`src/albf_pkg.sv`:
```
package albf_pkg;

    // window geometry
    localparam int WINDOW_LEN = 5;
    localparam int SAMPLE_W   = 12;
    localparam int SLOT_W     = (WINDOW_LEN > 1) ? $clog2(WINDOW_LEN) : 1;
    localparam int COUNT_W    = $clog2(WINDOW_LEN + 1);
    localparam int SUM_W      = $clog2((2 ** SAMPLE_W - 1) * WINDOW_LEN + 1);
    localparam int AVG_NUM_W  = SUM_W + 1;
    localparam int AVG_DEN_W  = COUNT_W + 1;

    // field widths
    localparam int ADC_HIGH_W = 13;
    localparam int BRIGHT_W   = 8;
    localparam int GAIN_W     = 16;
    localparam int FRAC_W     = 16;
    localparam int LEVEL_W    = BRIGHT_W + FRAC_W;
    localparam int DIFF_W     = LEVEL_W + 1;
    localparam int ACC_W      = GAIN_W + LEVEL_W;
    localparam int TOP_CNT_W  = $clog2((GAIN_W > SAMPLE_W) ? GAIN_W : SAMPLE_W);

    // curve unit widths
    localparam int SQ_W        = 2 * ADC_HIGH_W;
    localparam int PROD_W      = SQ_W + BRIGHT_W + 1;
    localparam int DIV_W       = SQ_W + 1;
    localparam int CURVE_CNT_W = $clog2(ADC_HIGH_W);

    // configuration port
    localparam int CFG_INDEX_W = 3;
    localparam int CFG_DATA_W  = 16;

    localparam logic [CFG_INDEX_W-1:0] CFG_ADC_LOW        = 3'd0;
    localparam logic [CFG_INDEX_W-1:0] CFG_ADC_HIGH       = 3'd1;
    localparam logic [CFG_INDEX_W-1:0] CFG_BRIGHTNESS_MIN = 3'd2;
    localparam logic [CFG_INDEX_W-1:0] CFG_BRIGHTNESS_MAX = 3'd3;
    localparam logic [CFG_INDEX_W-1:0] CFG_SMOOTHING_GAIN = 3'd4;

    localparam logic [SAMPLE_W-1:0]   RST_ADC_LOW        = 12'd100;
    localparam logic [ADC_HIGH_W-1:0] RST_ADC_HIGH       = 13'd1024;
    localparam logic [BRIGHT_W-1:0]   RST_BRIGHTNESS_MIN = 8'd0;
    localparam logic [BRIGHT_W-1:0]   RST_BRIGHTNESS_MAX = 8'd15;
    localparam logic [GAIN_W-1:0]     RST_SMOOTHING_GAIN = 16'd41425;

    typedef enum logic [2:0] {
        S_IDLE,
        S_AVERAGE,
        S_LAUNCH,
        S_MAP,
        S_SMOOTH,
        S_UPDATE,
        S_FINISH
    } albf_state_t;

    typedef enum logic [2:0] {
        C_IDLE,
        C_SQUARE,
        C_SCALE,
        C_COMBINE,
        C_DIVIDE,
        C_DONE
    } curve_state_t;

    typedef struct packed {
        logic [SAMPLE_W-1:0]   adc_low;
        logic [ADC_HIGH_W-1:0] adc_high;
        logic [BRIGHT_W-1:0]   bright_min;
        logic [BRIGHT_W-1:0]   bright_max;
    } curve_cfg_t;

    typedef struct packed {
        logic                start;
        logic [SAMPLE_W-1:0] avg;
    } curve_req_t;

    typedef struct packed {
        logic                done;
        logic [BRIGHT_W-1:0] target;
    } curve_rsp_t;

endpackage

```
`src/ambient_light_brightness_filter.sv`:
```
// channel   direction  handshake            payload
// s_        in         s_valid / s_ready    s_adc_sample   (12 bit sensor word)
// m_        out        m_valid / m_ready    m_brightness   (8 bit level, only on change)
// cfg_      in         cfg_wr_en            cfg_addr, cfg_wdata (write only)
//
// one word at a time: the next word is taken only once the last one is through,
// and sooner when the window average lands at or beyond a threshold
// the pace is set by the bit-serial units: 12-step average divider, 13+9
// step squaring and scaling, 8-step curve divider, 16-step smoothing multiply
// a result still waiting on m_ready holds the block in its last step only
// reset is synchronous, active low, s_ready stays low while it is held;
// the sample ring has no reset
module ambient_light_brightness_filter import albf_pkg::*; (
    input  logic                   aclk,
    input  logic                   aresetn,
    input  logic                   s_valid,
    output logic                   s_ready,
    input  logic [SAMPLE_W-1:0]    s_adc_sample,
    output logic                   m_valid,
    input  logic                   m_ready,
    output logic [BRIGHT_W-1:0]    m_brightness,
    input  logic                   cfg_wr_en,
    input  logic [CFG_INDEX_W-1:0] cfg_addr,
    input  logic [CFG_DATA_W-1:0]  cfg_wdata
);

    // configuration registers
    curve_cfg_t             cfg_reg;
    logic [GAIN_W-1:0]      gain_reg;

    // window state
    logic [SAMPLE_W-1:0]    window_reg [WINDOW_LEN];
    logic [COUNT_W-1:0]     count_reg, count_next;
    logic [SLOT_W-1:0]      slot_reg, slot_next;
    logic [SUM_W-1:0]       sum_reg, sum_next;
    logic                   win_we;

    // control
    albf_state_t            state_reg, state_next;
    logic [TOP_CNT_W-1:0]   cnt_reg, cnt_next;

    // average divider
    logic [AVG_DEN_W-1:0]   avg_rem_reg, avg_rem_next;
    logic [AVG_DEN_W-1:0]   avg_den_reg, avg_den_next;
    logic [SAMPLE_W-1:0]    avg_q_reg, avg_q_next;

    // smoother
    logic [LEVEL_W-1:0]     level_reg, level_next;
    logic [DIFF_W-1:0]      diff_reg, diff_next;
    logic [GAIN_W-1:0]      gain_sh_reg, gain_sh_next;
    logic [ACC_W-1:0]       acc_reg, acc_next;
    logic [BRIGHT_W:0]      old_round_reg, old_round_next;

    // output stage
    logic                   out_valid_reg, out_valid_next;
    logic [BRIGHT_W-1:0]    out_data_reg, out_data_next;

    // datapath helpers
    logic                   window_full;
    logic [SAMPLE_W-1:0]    old_sample;
    logic [COUNT_W-1:0]     count_inc;
    logic [SUM_W-1:0]       sum_acc;
    logic [SLOT_W-1:0]      slot_wrap;
    logic [AVG_NUM_W-1:0]   avg_num;
    logic [AVG_DEN_W:0]     avg_rem_sh;
    logic                   avg_bit;
    logic [AVG_DEN_W-1:0]   avg_rem_step;
    logic [DIFF_W-1:0]      diff_w;
    logic [ACC_W-1:0]       acc_add;
    logic [ACC_W-1:0]       acc_rnd;
    logic [BRIGHT_W:0]      level_round;

    curve_req_t             curve_req;
    curve_rsp_t             curve_rsp;

    albf_curve u_curve (
        .aclk    (aclk),
        .aresetn (aresetn),
        .cfg     (cfg_reg),
        .req     (curve_req),
        .rsp     (curve_rsp)
    );

    assign s_ready      = aresetn && (state_reg == S_IDLE);
    assign m_valid      = out_valid_reg;
    assign m_brightness = out_data_reg;

    assign curve_req = '{start: (state_reg == S_LAUNCH), avg: avg_q_reg};

    // ring update: drop the oldest sample once the window is full
    assign window_full = (count_reg == COUNT_W'(WINDOW_LEN));
    assign old_sample  = window_reg[slot_reg];
    assign count_inc   = window_full ? count_reg : count_reg + 1'b1;
    assign sum_acc     = (window_full ? sum_reg - SUM_W'(old_sample) : sum_reg)
                       + SUM_W'(s_adc_sample);
    assign slot_wrap   = (slot_reg == SLOT_W'(WINDOW_LEN - 1)) ? '0 : slot_reg + 1'b1;

    // rounded mean: (2*sum + n) / (2*n)
    assign avg_num      = {sum_acc, 1'b0} + AVG_NUM_W'(count_inc);
    assign avg_rem_sh   = {avg_rem_reg, avg_q_reg[SAMPLE_W-1]};
    assign avg_bit      = avg_rem_sh >= {1'b0, avg_den_reg};
    assign avg_rem_step = avg_bit ? AVG_DEN_W'(avg_rem_sh - {1'b0, avg_den_reg})
                                  : AVG_DEN_W'(avg_rem_sh);

    // smoother: level += round(gain * (target - level)), all mod 2^24
    assign diff_w  = {1'b0, curve_rsp.target, FRAC_W'(0)} - {1'b0, level_reg};
    assign acc_add = gain_sh_reg[GAIN_W-1]
                   ? {{(ACC_W - DIFF_W){diff_reg[DIFF_W-1]}}, diff_reg} : '0;
    assign acc_rnd = acc_reg + ACC_W'(2 ** (FRAC_W - 1));

    // displayed level is the q8.16 level rounded half up
    assign level_round = {1'b0, level_reg[LEVEL_W-1:FRAC_W]}
                       + (BRIGHT_W + 1)'(level_reg[FRAC_W-1]);

    always_comb begin
        state_next     = state_reg;
        cnt_next       = cnt_reg;
        count_next     = count_reg;
        slot_next      = slot_reg;
        sum_next       = sum_reg;
        win_we         = 1'b0;
        avg_rem_next   = avg_rem_reg;
        avg_den_next   = avg_den_reg;
        avg_q_next     = avg_q_reg;
        level_next     = level_reg;
        diff_next      = diff_reg;
        gain_sh_next   = gain_sh_reg;
        acc_next       = acc_reg;
        old_round_next = old_round_reg;
        out_valid_next = out_valid_reg;
        out_data_next  = out_data_reg;

        if (out_valid_reg && m_ready) begin
            out_valid_next = 1'b0;
        end

        unique case (state_reg)
            S_IDLE: begin
                if (s_valid) begin
                    win_we       = 1'b1;
                    count_next   = count_inc;
                    sum_next     = sum_acc;
                    slot_next    = slot_wrap;
                    avg_rem_next = AVG_DEN_W'(avg_num >> SAMPLE_W);
                    avg_q_next   = avg_num[SAMPLE_W-1:0];
                    avg_den_next = {count_inc, 1'b0};
                    cnt_next     = '0;
                    state_next   = S_AVERAGE;
                end
            end
            S_AVERAGE: begin
                // one quotient bit per cycle, msb first
                avg_rem_next = avg_rem_step;
                avg_q_next   = {avg_q_reg[SAMPLE_W-2:0], avg_bit};
                cnt_next     = cnt_reg + 1'b1;
                if (cnt_reg == TOP_CNT_W'(SAMPLE_W - 1)) begin
                    state_next = S_LAUNCH;
                end
            end
            S_LAUNCH: begin
                state_next = S_MAP;
            end
            S_MAP: begin
                if (curve_rsp.done) begin
                    diff_next      = diff_w;
                    gain_sh_next   = gain_reg;
                    acc_next       = '0;
                    old_round_next = level_round;
                    cnt_next       = '0;
                    state_next     = S_SMOOTH;
                end
            end
            S_SMOOTH: begin
                // signed shift and add over the gain bits
                acc_next     = {acc_reg[ACC_W-2:0], 1'b0} + acc_add;
                gain_sh_next = {gain_sh_reg[GAIN_W-2:0], 1'b0};
                cnt_next     = cnt_reg + 1'b1;
                if (cnt_reg == TOP_CNT_W'(GAIN_W - 1)) begin
                    state_next = S_UPDATE;
                end
            end
            S_UPDATE: begin
                // arithmetic shift of the rounded product, kept to level width
                level_next = level_reg + acc_rnd[ACC_W-1:FRAC_W];
                state_next = S_FINISH;
            end
            S_FINISH: begin
                if (level_round != old_round_reg) begin
                    // wait here while the output register still holds a word
                    if (!out_valid_reg || m_ready) begin
                        out_valid_next = 1'b1;
                        out_data_next  = level_round[BRIGHT_W-1:0];
                        state_next     = S_IDLE;
                    end
                end else begin
                    state_next = S_IDLE;
                end
            end
            default: begin
                state_next = S_IDLE;
            end
        endcase
    end

    // configuration writes
    always_ff @(posedge aclk) begin
        if (!aresetn) begin
            cfg_reg.adc_low    <= RST_ADC_LOW;
            cfg_reg.adc_high   <= RST_ADC_HIGH;
            cfg_reg.bright_min <= RST_BRIGHTNESS_MIN;
            cfg_reg.bright_max <= RST_BRIGHTNESS_MAX;
            gain_reg           <= RST_SMOOTHING_GAIN;
        end else if (cfg_wr_en) begin
            unique case (cfg_addr)
                CFG_ADC_LOW:        cfg_reg.adc_low    <= cfg_wdata[SAMPLE_W-1:0];
                CFG_ADC_HIGH:       cfg_reg.adc_high   <= cfg_wdata[ADC_HIGH_W-1:0];
                CFG_BRIGHTNESS_MIN: cfg_reg.bright_min <= cfg_wdata[BRIGHT_W-1:0];
                CFG_BRIGHTNESS_MAX: cfg_reg.bright_max <= cfg_wdata[BRIGHT_W-1:0];
                CFG_SMOOTHING_GAIN: gain_reg           <= cfg_wdata[GAIN_W-1:0];
                default: begin
                end
            endcase
        end
    end

    // control and filter state
    always_ff @(posedge aclk) begin
        if (!aresetn) begin
            state_reg     <= S_IDLE;
            cnt_reg       <= '0;
            count_reg     <= '0;
            slot_reg      <= '0;
            sum_reg       <= '0;
            level_reg     <= '0;
            out_valid_reg <= 1'b0;
        end else begin
            state_reg     <= state_next;
            cnt_reg       <= cnt_next;
            count_reg     <= count_next;
            slot_reg      <= slot_next;
            sum_reg       <= sum_next;
            level_reg     <= level_next;
            out_valid_reg <= out_valid_next;
        end
    end

    // sample ring, written on s_valid in the idle state, also while reset is held
    always_ff @(posedge aclk) begin
        if (win_we) begin
            window_reg[slot_reg] <= s_adc_sample;
        end
    end

    // datapath registers
    always_ff @(posedge aclk) begin
        avg_rem_reg   <= avg_rem_next;
        avg_den_reg   <= avg_den_next;
        avg_q_reg     <= avg_q_next;
        diff_reg      <= diff_next;
        gain_sh_reg   <= gain_sh_next;
        acc_reg       <= acc_next;
        old_round_reg <= old_round_next;
        out_data_reg  <= out_data_next;
    end

endmodule

```
`src/albf_curve.sv`:
```
module albf_curve import albf_pkg::*; (
    input  logic       aclk,
    input  logic       aresetn,
    input  curve_cfg_t cfg,
    input  curve_req_t req,
    output curve_rsp_t rsp
);

    curve_state_t             state_reg, state_next;
    logic [CURVE_CNT_W-1:0]   cnt_reg, cnt_next;
    logic [ADC_HIGH_W-1:0]    mul_r_reg, mul_r_next;
    logic [ADC_HIGH_W-1:0]    mul_d_reg, mul_d_next;
    logic [ADC_HIGH_W-1:0]    mcand_r_reg, mcand_r_next;
    logic [ADC_HIGH_W-1:0]    mcand_d_reg, mcand_d_next;
    logic [SQ_W-1:0]          sq_r_reg, sq_r_next;
    logic [SQ_W-1:0]          sq_d_reg, sq_d_next;
    logic [PROD_W-1:0]        t_min_reg, t_min_next;
    logic [PROD_W-1:0]        t_span_reg, t_span_next;
    logic [DIV_W-1:0]         rem_reg, rem_next;
    logic [BRIGHT_W-1:0]      quo_reg, quo_next;

    logic                     at_high, at_low, span_neg, div_bit;
    logic [BRIGHT_W-1:0]      span_mag;
    logic [ADC_HIGH_W-1:0]    range_w, offset_w;
    logic [PROD_W-1:0]        numer;
    logic [DIV_W-1:0]         den;
    logic [DIV_W:0]           rem_sh;

    assign at_high  = {1'b0, req.avg} >= cfg.adc_high;
    assign at_low   = req.avg <= cfg.adc_low;
    assign range_w  = cfg.adc_high - {1'b0, cfg.adc_low};
    assign offset_w = {1'b0, req.avg - cfg.adc_low};
    assign span_neg = cfg.bright_max < cfg.bright_min;
    assign span_mag = span_neg ? cfg.bright_min - cfg.bright_max
                               : cfg.bright_max - cfg.bright_min;

    // span product pulls the numerator up, or down for a falling span but never below r*r
    assign numer  = span_neg ? t_min_reg - t_span_reg : t_min_reg + t_span_reg;
    assign den    = {sq_r_reg, 1'b0};
    assign rem_sh = {rem_reg, quo_reg[BRIGHT_W-1]};
    assign div_bit = rem_sh >= {1'b0, den};

    assign rsp = '{done: (state_reg == C_DONE), target: quo_reg};

    always_comb begin
        state_next   = state_reg;
        cnt_next     = cnt_reg;
        mul_r_next   = mul_r_reg;
        mul_d_next   = mul_d_reg;
        mcand_r_next = mcand_r_reg;
        mcand_d_next = mcand_d_reg;
        sq_r_next    = sq_r_reg;
        sq_d_next    = sq_d_reg;
        t_min_next   = t_min_reg;
        t_span_next  = t_span_reg;
        rem_next     = rem_reg;
        quo_next     = quo_reg;
        unique case (state_reg)
            C_IDLE: begin
                if (req.start) begin
                    if (at_high) begin
                        quo_next   = cfg.bright_max;
                        state_next = C_DONE;
                    end else if (at_low) begin
                        quo_next   = cfg.bright_min;
                        state_next = C_DONE;
                    end else begin
                        mcand_r_next = range_w;
                        mul_r_next   = range_w;
                        mcand_d_next = offset_w;
                        mul_d_next   = offset_w;
                        sq_r_next    = '0;
                        sq_d_next    = '0;
                        cnt_next     = '0;
                        state_next   = C_SQUARE;
                    end
                end
            end
            C_SQUARE: begin
                // msb-first shift and add, one multiplier bit per cycle
                sq_r_next = {sq_r_reg[SQ_W-2:0], 1'b0}
                          + (mul_r_reg[ADC_HIGH_W-1] ? SQ_W'(mcand_r_reg) : '0);
                sq_d_next = {sq_d_reg[SQ_W-2:0], 1'b0}
                          + (mul_d_reg[ADC_HIGH_W-1] ? SQ_W'(mcand_d_reg) : '0);
                mul_r_next = {mul_r_reg[ADC_HIGH_W-2:0], 1'b0};
                mul_d_next = {mul_d_reg[ADC_HIGH_W-2:0], 1'b0};
                cnt_next   = cnt_reg + 1'b1;
                if (cnt_reg == CURVE_CNT_W'(ADC_HIGH_W - 1)) begin
                    mul_r_next  = {cfg.bright_min, 1'b1, (ADC_HIGH_W - BRIGHT_W - 1)'(0)};
                    mul_d_next  = {span_mag, 1'b0, (ADC_HIGH_W - BRIGHT_W - 1)'(0)};
                    t_min_next  = '0;
                    t_span_next = '0;
                    cnt_next    = '0;
                    state_next  = C_SCALE;
                end
            end
            C_SCALE: begin
                t_min_next  = {t_min_reg[PROD_W-2:0], 1'b0}
                            + (mul_r_reg[ADC_HIGH_W-1] ? PROD_W'(sq_r_reg) : '0);
                t_span_next = {t_span_reg[PROD_W-2:0], 1'b0}
                            + (mul_d_reg[ADC_HIGH_W-1] ? PROD_W'(sq_d_reg) : '0);
                mul_r_next  = {mul_r_reg[ADC_HIGH_W-2:0], 1'b0};
                mul_d_next  = {mul_d_reg[ADC_HIGH_W-2:0], 1'b0};
                cnt_next    = cnt_reg + 1'b1;
                if (cnt_reg == CURVE_CNT_W'(BRIGHT_W)) begin
                    state_next = C_COMBINE;
                end
            end
            C_COMBINE: begin
                rem_next   = numer[PROD_W-1:BRIGHT_W];
                quo_next   = numer[BRIGHT_W-1:0];
                cnt_next   = '0;
                state_next = C_DIVIDE;
            end
            C_DIVIDE: begin
                // restoring division, quotient fits the brightness width
                rem_next = div_bit ? DIV_W'(rem_sh - {1'b0, den}) : DIV_W'(rem_sh);
                quo_next = {quo_reg[BRIGHT_W-2:0], div_bit};
                cnt_next = cnt_reg + 1'b1;
                if (cnt_reg == CURVE_CNT_W'(BRIGHT_W - 1)) begin
                    state_next = C_DONE;
                end
            end
            C_DONE: begin
                state_next = C_IDLE;
            end
            default: begin
                state_next = C_IDLE;
            end
        endcase
    end

    always_ff @(posedge aclk) begin
        if (!aresetn) begin
            state_reg <= C_IDLE;
            cnt_reg   <= '0;
        end else begin
            state_reg <= state_next;
            cnt_reg   <= cnt_next;
        end
    end

    always_ff @(posedge aclk) begin
        mul_r_reg   <= mul_r_next;
        mul_d_reg   <= mul_d_next;
        mcand_r_reg <= mcand_r_next;
        mcand_d_reg <= mcand_d_next;
        sq_r_reg    <= sq_r_next;
        sq_d_reg    <= sq_d_next;
        t_min_reg   <= t_min_next;
        t_span_reg  <= t_span_next;
        rem_reg     <= rem_next;
        quo_reg     <= quo_next;
    end

endmodule

```
`config.mk`:
```
export PLATFORM = sky130hd
export DESIGN_NAME = ambient_light_brightness_filter
export DESIGN_NICKNAME = d
export VERILOG_FILES = /design/src/albf_pkg.sv /design/src/ambient_light_brightness_filter.sv /design/src/albf_curve.sv
export SDC_FILE = /design/constraint.sdc
export NUM_CORES = 2
export LEC_CHECK = 0
export ABC_AREA = 1
export BUFFER_PORTS_ARGS = -buffer_cell sky130_fd_sc_hd__buf_2
export CORE_MARGIN = 2
export CORE_UTILIZATION = 65
export DETAILED_ROUTE_END_ITERATION = 12
export PLACE_DENSITY = 0.91
export REMOVE_ABC_BUFFERS = 1
export SYNTH_ARGS = -nofsm -noshare
export SYNTH_HDL_FRONTEND = slang
export SYNTH_SLANG_ARGS = --single-unit
```
`constraint.sdc`:
```
create_clock -name aclk -period 7.2 [get_ports aclk]
set_clock_uncertainty 0.05 [all_clocks]
set_input_delay 0.72 -clock aclk [delete_from_list [all_inputs] [get_ports aclk]]
set_output_delay 0.72 -clock aclk [all_outputs]
set_load 0.01 [all_outputs]
```
# Yosys cells after proc, flatten, opt, wreduce, memory -nomap -nowiden
# Memories as Yosys holds them, arrays and structs flattened. A register that Yosys moved wholly into a read port is not among the register bits.
# Cells that the tools add are included.
# word_totals
regBits	442
ram_bits	60
in_bits	36
n_memories	1
# op_classes
addsub	24
magnitude_cmp	5
eq_ne	35
mux	75
n_bitwise	2
n_reduce_logical	37
# mem_list
name	words	width	rd	rd_ports_with_merged_regs	write_ports	line_no	rtl
window_reg	5	12	1	1	1	ambient_light_brightness_filter.sv:32	logic [SAMPLE_W-1:0] window_reg [WINDOW_LEN];
# ops
cell	n
$pmux 35 s2	2
$mux 26	5
$mux 13	9
$add 35x35->35	3
$pmux 26 s2	2
$mux 40	2
$pmux 40 s2	1
$pmux 13 s3	2
$mux 35	2
$pmux 27 s2	1
$add 26x26->26	2
$mux 3	16
$add 40x16->40 const B	1
$add 40x40->40	1
$sub 35x35->35	1
$mux 4	8
$mux 8	4
$pmux 16 s2	1
$ge 28x27->1	1
$mux 27	1
$sub 27x27->27	1
$sub 24x24->25	1
$add 24x24->24	1
$eq 3x3->1 const B	8
47 further kinds	102

# Depth between registers and ports, before layout
# logic_depth
word_depth	6
ltp_mapped	31
ltp_nobuf	30

# Modules after synthesis
# From an unflattened synthesis, not the netlist that was laid out.
# unflattened
cells_unflattened	5563
hier_area_um2	39486.6
# by_module_without_submodules
module	n_inst	cells_per_inst	area_each_um2	seq_area_each_um2
albf_curve	1	3306	21767.1	6386.1
ambient_light_brightness_filter	1	2257	17719.5	7577.3

# Worst setup path after synthesis
# OpenSTA, ideal clock, no wires.
# synth_timing
path_kind	reg2reg
startpoint	reg state_reg[2]
endpoint	reg acc_reg[0], enable pin
setup_time_ns	0.547
t_arrival_ns	4.665
required_ns	6.603
path_slack_ns	1.938
path_stages_with_launch	6
n_path_buf	0
period_less_slack_ns	5.262
cell_sequence	dfxtp_1 inv_1 nand2_1 nor2_1 inv_1 o21ai_0
# synth_via
elab_chain_len	3
elab_cells_between_ends	5
# synth_lines
element	line_no	rtl
from (decl)	ambient_light_brightness_filter.sv:39	albf_state_t state_reg, state_next;
from (signal assigned)	ambient_light_brightness_filter.sv:237	state_reg <= state_next;
$eq 3x2->1 / $eq 3x3->1 (equally long branches)	ambient_light_brightness_filter.sv:137	unique case (state_reg)
$ne 2x2->1 (no line) / $reduce_bool 2->1 (equally long branches)	--	
$reduce_and 2->1 (no line) *	--	
to (signal assigned)	ambient_light_brightness_filter.sv:261	acc_reg <= acc_next;
to (decl)	ambient_light_brightness_filter.sv:51	logic [ACC_W-1:0] acc_reg, acc_next;
# Every way passes the cells marked *; elsewhere a longest branch is shown, timed or not.
# A chain may end at the register's enable or synchronous reset.

# Final worst setup path
# layout_timing
startpoint	reg cfg_reg[0] in the netlist's numbering
endpoint	reg u_curve.rem_reg[18], data pin
# layout_via
elab_chain_len	3
# layout_lines
element	line_no	rtl
from (decl)	ambient_light_brightness_filter.sv:28	curve_cfg_t cfg_reg;
$lt 8x8->1	albf_curve.sv:33	assign span_neg = cfg.bright_max < cfg.bright_min;
$mux 35	albf_curve.sv:38	assign numer = span_neg ? t_min_reg - t_span_reg : t_min_reg + t_span_reg;
$pmux 27 s2	albf_curve.sv:58	unique case (state_reg)
via u_curve.rem_next[18]	albf_curve.sv:19	logic [DIV_W-1:0] rem_reg, rem_next;
to (signal assigned)	albf_curve.sv:152	rem_reg <= rem_next;
to (decl)	albf_curve.sv:19	
# The timed path passes the listed nets, and every way through them passes these cells.

==> results_dict.tcl <==
set metrics [dict create \
    design.core.area_um2 57370 \
    synth_seq_area_share_pct 37.18 \
    min-delay-path-class "in2reg" \
    multi_input_area_um2 20550 \
    synthTopCellsByCount "nand2_1 (1062), inv_1 (716), a21oi_1 (490), nor2_1 (490), o21ai_0 (402)" \
    cp.required_ps 7520 \
    gp_congestion 0.9724 \
    vias 35150 \
    h-tree-depth 2 \
    path_cells "inv_1 -> ha_1 -> inv_1 -> fa_1 -> inv_1 -> o21ai_1 -> nand4_1 -> nand2_2 -> inv_1 -> nand2_1 -> xnor2_1 -> ha_1 -> nand2_1 -> nor2_1 -> inv_1 -> nor4_1 -> a21oi_1 -> o21bai_1 -> nand2_1 -> nand3_1 -> nand2_1" \
    fin_cells 5843 \
    cp.depth 21 \
    netlist.area_leader.share_pct 30.78 \
    path_common_cell "inv_1" \
    die_h_um 244.4 \
    ant_nets 0 \
    antenna_cells 0 \
    p_total_uw 14130 \
    drv_cap 0 \
    p_leak_uw 0.01860 \
    seq_area_um2 13960 \
    sequentialPowerShare_pct 31.0 \
    drc 0 \
    dp_hpwl_um 77400 \
    clock-sinks 505 \
    synthTopCellsByArea "edfxtp_1 (31%), nand2_1 (11%), ha_1 (9.9%), inv_1 (7.2%), a21oi_1 (6.5%)" \
    wl_met1_um 42630 \
    grt_usage_pct 34.28 \
    routedWlPerCell_um 17.77 \
    postCtsSetupBuffers 0 \
    cp-end-kind "register" \
    power.density_nw_per_um2 348.4 \
    finalCritPeriodShare_pct 70.37 \
    tns_ps 0 \
    cts_hold_repair.buffers 0 \
    cts_tree "done" \
    netSwitchingFraction_pct 44.50 \
    ys_seq_elements 505 \
    port_buffers 45 \
    antenna_found_initial 1 \
    max_stage_delay_ps 770 \
    status "completed" \
    insertion_delay_ps 670 \
    placementRows 88 \
    whs_path_depth 3 \
    drive_above_1_share_pct 4.628 \
    yosysWarningCount 0 \
    crit_type "reg2reg" \
    cp_slowest_cell "inv_1" \
    synth_edf_count 385 \
    yosys.cell_types.count 67 \
    cp_max_fo 27 \
    gr-total-overflow 0 \
    netlist_instances 4992 \
    cts_root_buffer "clkbuf_16" \
    wl_met2_um 47050 \
    layout.nets 5378 \
    first_global_vias 33310 \
    finalWirelength_um 103800 \
    die_w_um 244.4 \
    start_util_pct 65.47 \
    p_int_uw 7839 \
    slew_violations 0 \
    critPathTopFamily "simple AND/OR/NAND/NOR gates" \
    slew-limit-headroom_pct 17.85 \
    drtPass1Iterations 8 \
    cts_buffers 56 \
    combPwrFrac_pct 47.8 \
    wl_met3_um 10770 \
    arrival_ps 5380 \
    ys_async_sr_fraction_pct 0 \
    finalSetupViolations 0 \
    rsz0062_at_grt "false" \
    largest_register_ffs 60 \
    clk_pin_slew_ps 70 \
    clock_path_buffers 3 \
    dp_cells 5737 \
    synth_most_common_cell "nand2_1" \
    area_delta_synth_final_pct 7.953 \
    tightest_slew_ps 1228 \
    cp_num_buf_inv 5 \
    max_freq_mhz 197.4 \
    clkPwrFrac_pct 21.2 \
    viasPerCell 6.016 \
    die-area_um2 59710 \
    routed.top_layer "met5" \
    yosys.area.top_type "edfxtp_1" \
    synth-main-ff-cell "edfxtp_1" \
    ir_drop_uv 260.3 \
    grt_max_degree 66 \
    hold_viol 0 \
    post_cts_resized 0 \
    ioPinCount 46 \
    min_period_ps 5067 \
    reg2reg_depth 21 \
    switching_power_uw 6286 \
    syn_area_um2 37550 \
    grt_pass1_wl_um 166700 \
    nFillCells 4435 \
    syn_area_per_cell_um2 7.523 \
    start_kind "register" \
    drt_iter0_markers 3647 \
]
-- final timing paths --
check | start | slack [ps] | to
worst max register to register | cfg_reg[0] | 2130 | u_curve.rem_reg[18]
worst min register to register | gain_reg[13] | 420 | gain_reg[13]
worst max-delay path | cfg_reg[0] | 2130 | u_curve.rem_reg[18]
worst min-delay path | cfg_wdata[15] | 220 | gain_reg[15]
-- power groups by stage --
stage                     clock (uW)  combinational, uW  sequential (uW)
after CTS                       3000               6600             4360
after global placement             0               6310             4400
final                           2990               6750             4380
after global routing            3120               7520             4420
after floorplan                    0               4780             4330
after detailed placement           0               6510             4420
-- layout by cell type, fill, tap and decap left out, types with 16 or more instances in the layout --
cell	netlist	final
xor2_1	118	118
o21ai_0	402	401
nand3_1	232	232
clkbuf_16	0	57
nor2_2	15	16
a21o_1	41	41
fa_1	16	16
o211ai_1	33	33
nor2_1	490	486
nor4_1	19	17
buf_2	5	45
a31oi_1	40	40
xnor2_1	48	48
dfxtp_1	120	120
o21bai_1	27	27
nand2_1	1062	1061
edfxtp_1	385	385
nor3_1	87	87
o21a_1	30	30
nand4_1	53	53
ha_1	296	296
inv_1	716	716
buf_4	3	28
a21oi_1	490	489
-- cell families after synthesis --
group,Yosys count,share of synthesized area (%)
xor gates and xnor gates,167,3.915
muxes,10,0.2665
AOI/OAI and AO/OA,1171,17.43
adders and majority gates,312,10.71
DFF,505,37.18
and+or+nand+nor,2010,22.24
buffers and inverters,817,8.253
-- layer usage --
metal  vias to the layer above  track usage (%)
li1                      16960                -
met1                     16140            46.54
met3                       252            6.069
met4                         2            11.30
met5                         -                0
met2                      1807            55.66
-- through the flow --
step | area, um2 | utilization (%) | hold WS [ps] | setup WS [ps]
2_1_floorplan | 37170 | - | 392.1 | 1623
3_5_place_dp | 38630 | 67.34 | 408.8 | 2296
4_1_cts | 40540 | 70.67 | 196.4 | 2272
6_report | 40540 | 70.67 | 219.8 | 2133
5_1_grt | 40540 | 70.67 | 212.9 | 1749
3_3_place_gp | 38630 | 67.34 | 402.3 | 2420
-- tightest hold or removal path: cells and delay by family --
family | cells | cell delay [ps]
and+or+nand+nor | 2 | 90
buffers and inverters | 1 | 80
-- cell type report --
| class | count | area share (%) |
|---|---|---|
| repair buffers | 73 | 1.074 |
| clock inverters | 42 | 1.065 |
| flip-flops and latches | 505 | 34.44 |
| clock buffers | 64 | 3.657 |
| multi-input cells | 3670 | 50.70 |
| well taps | 765 | 2.361 |
| inverters | 724 | 6.703 |
(Power assumes the default switching activity.)
